==> src/rtl/qrm_pkg.sv <==
// ----------------------------------------------------------------------------
// qrm_pkg: shared definitions for the queue with running maximum
// Default sizes, operation and status codes, and the control word that the
// top level hands to every candidate cell.
// ----------------------------------------------------------------------------
package qrm_pkg;

	// default sizes
	localparam int DEPTH_DEF      = 16;
	localparam int DATA_WIDTH_DEF = 32;

	// operation codes carried by the kind field
	localparam logic KIND_PUSH = 1'b0;
	localparam logic KIND_POP  = 1'b1;

	// result status codes
	typedef enum logic [1:0] {
		ST_OK        = 2'd0,
		ST_POP_EMPTY = 2'd1,
		ST_PUSH_FULL = 2'd2
	} status_t;

	// per-cycle command to the candidate cells
	typedef struct packed {
		logic push;   // insert the pushed value, drop smaller or equal tail entries
		logic shift;  // move every entry one cell toward the front
	} cell_ctl_t;

endpackage

==> src/rtl/qrm_in_if.sv <==
// ----------------------------------------------------------------------------
// qrm_in_if: request channel of the queue with running maximum
// Carries one operation item: push of a signed value or pop of the front.
// ----------------------------------------------------------------------------
interface qrm_in_if #(
	parameter int DATA_WIDTH = qrm_pkg::DATA_WIDTH_DEF
);
	logic                  valid;
	logic                  ready;
	logic                  kind;
	logic [DATA_WIDTH-1:0] value;

	modport source (output valid, output kind, output value, input ready);
	modport sink   (input valid, input kind, input value, output ready);
endinterface

==> src/rtl/qrm_out_if.sv <==
// ----------------------------------------------------------------------------
// qrm_out_if: result channel of the queue with running maximum
// Carries one result item per operation: maximum, empty flag, count, status.
// ----------------------------------------------------------------------------
interface qrm_out_if #(
	parameter int DATA_WIDTH = qrm_pkg::DATA_WIDTH_DEF,
	parameter int CNT_W      = $clog2(qrm_pkg::DEPTH_DEF + 1)
);
	logic                  valid;
	logic                  ready;
	logic [DATA_WIDTH-1:0] max_value;
	logic                  queue_empty;
	logic [CNT_W-1:0]      item_count;
	logic [1:0]            status;

	modport source (output valid, output max_value, output queue_empty,
		output item_count, output status, input ready);
	modport sink   (input valid, input max_value, input queue_empty,
		input item_count, input status, output ready);
endinterface

==> src/rtl/qrm_cell.sv <==
// ----------------------------------------------------------------------------
// qrm_cell: one candidate slot of the running-maximum list
// Holds a value and its arrival tag. On a push it keeps its entry only if the
// entry is larger than the pushed value, and takes the pushed value when it
// is the first slot not kept. On a shift it loads its back neighbor.
// ----------------------------------------------------------------------------
module qrm_cell #(
	parameter int DATA_WIDTH = qrm_pkg::DATA_WIDTH_DEF,
	parameter int SEQ_W      = $clog2(2 * qrm_pkg::DEPTH_DEF)
) (
	input  logic                  clk,
	input  logic                  arst_n,
	input  qrm_pkg::cell_ctl_t    ctl,
	input  logic [DATA_WIDTH-1:0] push_value,
	input  logic [SEQ_W-1:0]      push_tag,
	input  logic                  prev_keep,
	input  logic                  nxt_valid,
	input  logic [DATA_WIDTH-1:0] nxt_value,
	input  logic [SEQ_W-1:0]      nxt_tag,
	output logic                  keep,
	output logic                  valid,
	output logic [DATA_WIDTH-1:0] value,
	output logic [SEQ_W-1:0]      tag
);
	import qrm_pkg::*;

	logic                  valid_q;
	logic [DATA_WIDTH-1:0] value_q;
	logic [SEQ_W-1:0]      tag_q;
	logic                  take;

	// keep a strictly larger entry; the first slot not kept takes the new value
	assign keep = valid_q && ($signed(push_value) < $signed(value_q));
	assign take = !keep && prev_keep;

	// occupancy
	always_ff @(posedge clk or negedge arst_n) begin
		if (!arst_n) begin
			valid_q <= 1'b0;
		end else if (ctl.push) begin
			valid_q <= keep || take;
		end else if (ctl.shift) begin
			valid_q <= nxt_valid;
		end
	end

	// payload
	always_ff @(posedge clk) begin
		if (ctl.push) begin
			if (take) begin
				value_q <= push_value;
				tag_q   <= push_tag;
			end
		end else if (ctl.shift) begin
			value_q <= nxt_value;
			tag_q   <= nxt_tag;
		end
	end

	assign valid = valid_q;
	assign value = value_q;
	assign tag   = tag_q;

endmodule

==> src/rtl/queue_with_running_max.sv <==
// ----------------------------------------------------------------------------
// queue_with_running_max: FIFO that reports its largest held value
// Top level: item count, sequence counters, the row of candidate cells and
// the result register.
// ----------------------------------------------------------------------------
// Each request item pushes a signed value at the back or pops the front, and
// yields exactly one result item: the largest value still held (0 when
// empty), an empty flag, the item count and a status (pop on empty and push
// on full change nothing and are flagged). Only the count of queued items is
// stored; the maximum comes from a row of DEPTH candidate cells kept in
// strictly decreasing order. Every cell compares the pushed value against its
// own entry in the same cycle, and a pop of the item that owns the front cell
// shifts the row by one cell, so an item is accepted every clock cycle while
// the result side takes results; a stalled result holds the request side.
// ----------------------------------------------------------------------------
module queue_with_running_max #(
	parameter int DEPTH      = qrm_pkg::DEPTH_DEF,
	parameter int DATA_WIDTH = qrm_pkg::DATA_WIDTH_DEF
) (
	input logic      clk,
	input logic      arst_n,
	qrm_in_if.sink   req,
	qrm_out_if.source rsp
);
	import qrm_pkg::*;

	localparam int SEQ_W = $clog2(2 * DEPTH);
	localparam int CNT_W = $clog2(DEPTH + 1);

	logic [CNT_W-1:0] held_q;
	logic [SEQ_W-1:0] head_q;
	logic [SEQ_W-1:0] tail_q;
	logic             out_valid_q;
	status_t          status_q;

	logic      accept;
	logic      is_pop;
	logic      push_ok;
	logic      pop_ok;
	cell_ctl_t ctl;

	logic                  keep_w  [DEPTH];
	logic                  valid_w [DEPTH];
	logic [DATA_WIDTH-1:0] value_w [DEPTH];
	logic [SEQ_W-1:0]      tag_w   [DEPTH];

	function automatic logic [SEQ_W-1:0] seq_next(input logic [SEQ_W-1:0] s);
		return (s == SEQ_W'(2 * DEPTH - 1)) ? '0 : s + 1'b1;
	endfunction

	// accept a request whenever the result register is free or being taken
	assign req.ready = !out_valid_q || rsp.ready;
	assign accept    = req.valid && req.ready;
	assign is_pop    = (req.kind == KIND_POP);
	assign push_ok   = accept && !is_pop && (held_q != CNT_W'(DEPTH));
	assign pop_ok    = accept && is_pop && (held_q != '0);

	// drop the front candidate only when it belongs to the front item
	always_comb begin
		ctl.push  = push_ok;
		ctl.shift = pop_ok && valid_w[0] && (tag_w[0] == head_q);
	end

	// candidate row
	for (genvar i = 0; i < DEPTH; i++) begin : g_cell
		logic                  prev_keep;
		logic                  nxt_valid;
		logic [DATA_WIDTH-1:0] nxt_value;
		logic [SEQ_W-1:0]      nxt_tag;

		if (i == 0) begin : g_front
			assign prev_keep = 1'b1;
		end else begin : g_mid
			assign prev_keep = keep_w[i-1];
		end

		if (i == DEPTH - 1) begin : g_back
			assign nxt_valid = 1'b0;
			assign nxt_value = '0;
			assign nxt_tag   = '0;
		end else begin : g_link
			assign nxt_valid = valid_w[i+1];
			assign nxt_value = value_w[i+1];
			assign nxt_tag   = tag_w[i+1];
		end

		qrm_cell #(
			.DATA_WIDTH(DATA_WIDTH),
			.SEQ_W     (SEQ_W)
		) u_cell (
			.clk       (clk),
			.arst_n    (arst_n),
			.ctl       (ctl),
			.push_value(req.value),
			.push_tag  (tail_q),
			.prev_keep (prev_keep),
			.nxt_valid (nxt_valid),
			.nxt_value (nxt_value),
			.nxt_tag   (nxt_tag),
			.keep      (keep_w[i]),
			.valid     (valid_w[i]),
			.value     (value_w[i]),
			.tag       (tag_w[i])
		);
	end

	// advance counters and hold the result status
	always_ff @(posedge clk or negedge arst_n) begin
		if (!arst_n) begin
			held_q      <= '0;
			head_q      <= '0;
			tail_q      <= '0;
			out_valid_q <= 1'b0;
			status_q    <= ST_OK;
		end else begin
			if (push_ok) begin
				held_q <= held_q + 1'b1;
				tail_q <= seq_next(tail_q);
			end else if (pop_ok) begin
				held_q <= held_q - 1'b1;
				head_q <= seq_next(head_q);
			end

			if (accept) begin
				out_valid_q <= 1'b1;
				if (is_pop && !pop_ok) begin
					status_q <= ST_POP_EMPTY;
				end else if (!is_pop && !push_ok) begin
					status_q <= ST_PUSH_FULL;
				end else begin
					status_q <= ST_OK;
				end
			end else if (rsp.ready) begin
				out_valid_q <= 1'b0;
			end
		end
	end

	// state only moves when the pending result is taken, so read it directly
	assign rsp.valid       = out_valid_q;
	assign rsp.max_value   = ((held_q != '0) && valid_w[0]) ? value_w[0] : '0;
	assign rsp.queue_empty = (held_q == '0);
	assign rsp.item_count  = held_q;
	assign rsp.status      = status_q;

endmodule
==> src/flat_wrapper.sv <==
// flat-port wrapper written by rule: the top's interface ports become plain ports
module queue_with_running_max_flat import qrm_pkg::*;
#(
	parameter int DEPTH      = qrm_pkg::DEPTH_DEF,
	parameter int DATA_WIDTH = qrm_pkg::DATA_WIDTH_DEF
)
  (clk, arst_n, req_valid, req_kind, req_value, req_ready, rsp_valid, rsp_max_value, rsp_queue_empty, rsp_item_count, rsp_status, rsp_ready);
  qrm_in_if #(.DATA_WIDTH(DATA_WIDTH)) req_i ();
  qrm_out_if #(.DATA_WIDTH(DATA_WIDTH)) rsp_i ();
  input logic clk;
  input logic arst_n;
  input wire logic [$bits(req_i.valid)-1:0] req_valid;
  input wire logic [$bits(req_i.kind)-1:0] req_kind;
  input wire logic [$bits(req_i.value)-1:0] req_value;
  output wire logic [$bits(req_i.ready)-1:0] req_ready;
  output wire logic [$bits(rsp_i.valid)-1:0] rsp_valid;
  output wire logic [$bits(rsp_i.max_value)-1:0] rsp_max_value;
  output wire logic [$bits(rsp_i.queue_empty)-1:0] rsp_queue_empty;
  output wire logic [$bits(rsp_i.item_count)-1:0] rsp_item_count;
  output wire logic [$bits(rsp_i.status)-1:0] rsp_status;
  input wire logic [$bits(rsp_i.ready)-1:0] rsp_ready;
  assign req_i.valid = req_valid;
  assign req_i.kind = req_kind;
  assign req_i.value = req_value;
  assign req_ready = req_i.ready;
  assign rsp_valid = rsp_i.valid;
  assign rsp_max_value = rsp_i.max_value;
  assign rsp_queue_empty = rsp_i.queue_empty;
  assign rsp_item_count = rsp_i.item_count;
  assign rsp_status = rsp_i.status;
  assign rsp_i.ready = rsp_ready;
  queue_with_running_max #(.DEPTH(DEPTH), .DATA_WIDTH(DATA_WIDTH)) u_core (.clk(clk), .arst_n(arst_n), .req(req_i), .rsp(rsp_i));
endmodule
==> config.mk <==
export PLATFORM = sky130hd
export DESIGN_NAME = queue_with_running_max_flat
export DESIGN_NICKNAME = d
export VERILOG_FILES = /design/src/rtl/qrm_pkg.sv /design/src/rtl/qrm_in_if.sv /design/src/rtl/qrm_out_if.sv /design/src/rtl/qrm_cell.sv /design/src/rtl/queue_with_running_max.sv /design/src/flat_wrapper.sv
export SDC_FILE = /design/constraint.sdc
export NUM_CORES = 2
export LEC_CHECK = 0
export BUFFER_PORTS_ARGS = -buffer_cell sky130_fd_sc_hd__buf_2
export CELL_PAD_IN_SITES_DETAIL_PLACEMENT = 1
export CELL_PAD_IN_SITES_GLOBAL_PLACEMENT = 2
export CORE_MARGIN = 2
export CORE_UTILIZATION = 46
export DETAILED_ROUTE_END_ITERATION = 8
export PLACE_DENSITY_LB_ADDON = 0.12
export SLEW_MARGIN = 10
export SYNTH_ARGS = -nofsm -noshare
export SYNTH_HDL_FRONTEND = slang
export SYNTH_SLANG_ARGS = --single-unit
==> constraint.sdc <==
create_clock -name clk -period 16.2 [get_ports clk]
set_clock_uncertainty 0.2 [all_clocks]
set_input_delay 0.81 -clock clk [delete_from_list [all_inputs] [get_ports clk]]
set_output_delay 0.81 -clock clk [all_outputs]
set_load 0.03 [all_outputs]
==> results.py <==
metrics = {
    "status": {
        "status": "finished, final reports clean",
    },
    "timing": {
        "rsz0062_at_grt": "no",
        "tns_ns": 0,
        "drv_slew": 0,
        "period_needed_ns": 4.91,
        "timing.final.ws_setup_ns": 11.29,
        "period_share_pct": 30.3,
        "tightest_slew_ns": 1.23,
        "setup-violations-final": 0,
        "max_slew_margin_pct": 17.8,
        "hold_viol_final": 0,
        "clock.fmax_mhz": 204,
    },
    "yosys": {
        "synth-edff-count": 592,
        "syn-cell-area_um2": 36100,
        "syn-num-nets": 3955,
        "ys_ff_latch": 626,
        "synth_cells": 3414,
        "ys_warn_count": 0,
        "async_flop_share_pct": 5.43,
        "avgSynthCellArea_um2": 10.6,
        "seq_area_frac_synth_pct": 51.7,
        "synth_ff_type": "edfxtp_1",
        "yosysUniqueCellTypes": 74,
    },
    "detailed_routing": {
        "route.detailed.drc": 0,
        "drt_pass1_iterations": 5,
        "drtIter0Drc": 2125,
        "viasPerCell": 5.96,
        "routedWlPerCell_um": 26.0,
        "final_antenna_net_count": 0,
        "num_vias": 27288,
        "routed_wl_um": 119000,
    },
    "layout": {
        "post-route-util_pct": 51.5,
        "num_antenna_cells": 0,
        "regArea_um2": 18600,
        "layout-drive-gt1-share_pct": 7.00,
        "area_growth_pct": 10.8,
        "multi_input_area_um2": 15000,
        "num-fill-cells": 8480,
        "num-nets-final": 4022,
        "fin_area_um2": 40000,
    },
    "global_routing": {
        "grt_pass1_wl_um": 181000,
        "grt_pass1_vias": 29521,
        "grt_antenna_before_repair": 3,
        "track_usage_pct": 29.5,
        "grt_max_degree": 97,
        "overflow": 0,
    },
    "clock_network": {
        "cts.path.max_buffers": 3,
        "post_cts_buffers": 0,
        "postCtsHoldBufs": 0,
        "cts-resized-gates": 0,
        "clk_latency_ns": 0.63,
        "cts_buffers": 75,
        "cts_tree": "done",
        "htreeDepth": 3,
        "numClockSinks": 626,
        "root_buffer": "clkbuf_16",
        "cts.clk_slew.worst_paths_ns": 0.06,
    },
    "critical_path": {
        "path_class": "input pin to flop",
        "crit_required_ns": 16.33,
        "cp.arrival_ns": 5.04,
        "path_max_fanout": 19,
        "start_kind": "input pin",
        "end_kind": "flop",
    },
    "power": {
        "power.total_mw": 4.16,
        "ir_worst_vdd_mv": 0.0894,
        "cellPowerDensity_nw_per_um2": 104,
        "leakage_nw": 17.9,
    },
    "floorplan": {
        "ios": 79,
        "die-width_um": 284,
        "row_count": 102,
        "die-area_um2": 80700,
        "core_area_um2": 77600,
        "die_h_um": 284,
        "start_util_pct": 46.5,
    },
    "worst_hold_path": {
        "hold_path.class": "input pin to async pin",
    },
    "flow_run": {
        "cap_violations": 0,
    },
    "place": {
        "gp_congestion": 0.896,
        "dp_hpwl_um": 83100,
        "portBuffers": 78,
        "pre_cts_ws_ns": 10.22,
        "placement.cell_area_um2": 37600,
    },
}
sequential cells by signal, summed over array words and instances, names as in the netlist:
register,count
u_core.rsp.status,2
u_core.g_cell.u_cell.value,512
u_core.g_cell.u_cell.tag,80
u_core.rsp.item_count,5
u_core.tail_q,5
u_core.g_cell.u_cell.valid,16
u_core.head_q,5
u_core.rsp.valid,1
cell usage in the layout, fill, tap and decap left out, types with 39 or more instances in the layout:
cell       netlist  layout
edfxtp_1       592     592
o21ai_0        565     559
inv_1          546     546
ha_1           503     503
nand2_1        349     348
a21oi_1        178     177
buf_2           28      78
clkbuf_16        0      76
nor2_1          73      73
a21o_1          63      61
nand4_1         59      59
nand3_1         39      39
synth_stat cells (31+ instances only):
cell type	instances	area share [%]
a21o_1	63	1.3
edfxtp_1	592	49
inv_1	546	5.7
nand4_1	59	1.0
nand3_1	39	0.54
nand2_1	349	3.6
and3_1	37	0.64
clkbuf_1	55	0.57
a21oi_1	178	2.5
o21ai_0	565	7.8
buf_1	31	0.32
nor2_1	73	0.76
ha_1	503	17
dfrtp_1	34	2.4
final timing paths:
path / to / cells past startpoint / slack, ns / start
hold reg to reg: u_core.rsp.status[1]$_DFFE_PN0P_ / 1 / 0.32 / u_core.rsp.status[1]$_DFFE_PN0P_
setup reg to reg: u_core.g_cell[5].u_cell.value[12]$_DFFE_PP_ / 10 / 11.53 / u_core.g_cell[5].u_cell.value[17]$_DFFE_PP_
setup / recovery: u_core.g_cell[5].u_cell.value[12]$_DFFE_PP_ / 10 / 11.29 / req_value[17]
max in group asynchronous: u_core.g_cell[6].u_cell.valid$_DFFE_PN0P_ / 1 / 14.97 / arst_n
hold / removal: u_core.rsp.item_count[4]$_DFFE_PN0P_ / 1 / 0.19 / arst_n
min in group clk: u_core.rsp.valid$_DFFE_PN0P_ / 2 / 0.22 / req_valid
area by class of cell:
class	instances	area share, %
inverters	547	5.14
clock buffers	94	4.98
well taps	1040	3.25
clock inverters	44	0.854
flip-flops and latches	626	46.6
repair buffers	108	1.56
multi-input cells	2123	37.6
cell families (layout without fill, tap and decap cells):
logic type	Yosys count	count (layout)	synth area share, %
xor gates and xnor gates	9	9	0.219
AOI/OAI and AO/OA	949	949	14.9
buffers and inverters	665	793	7.07
adders and majority gates	504	504	17.5
muxes	9	9	0.267
and+or+nand+nor	652	652	8.41
DFF	626	626	51.7
report_power, final:
| group | internal, mW | switching (mW) | total (mW) |
|---|---|---|---|
| logic | 0.187 | 0.422 | 0.609 |
| registers | 1.86 | 0.0448 | 1.90 |
| clock network | 0.937 | 0.707 | 1.64 |
through the flow:
step           std cells  hold WS [ns]
3_3_place_gp        4442         0.271
4_1_cts             4580         0.168
5_1_grt             4582         0.199
6_report            4582         0.185
3_5_place_dp        4442         0.294
2_1_floorplan       3414         0.274
worst max-delay path: stages:
cell,delay [ns]
buf_2,0.42
ha_1,0.34
a21oi_1,0.15
o21ai_0,0.26
a221oi_1,1.01
o2111ai_1,0.58
a21oi_1,0.30
o21ai_1,0.21
a21o_2,0.51
buf_4,0.41
layer usage:
metal,up-vias,part of all wire [%],track usage [%]
li1,12364,-,-
met2,793,48,50.0
met1,13902,43,38.5
met3,229,4.9,3.36
met5,-,0,0
met4,0,4.2,11.8
No activity file was read; power rests on OpenSTA's default activity.
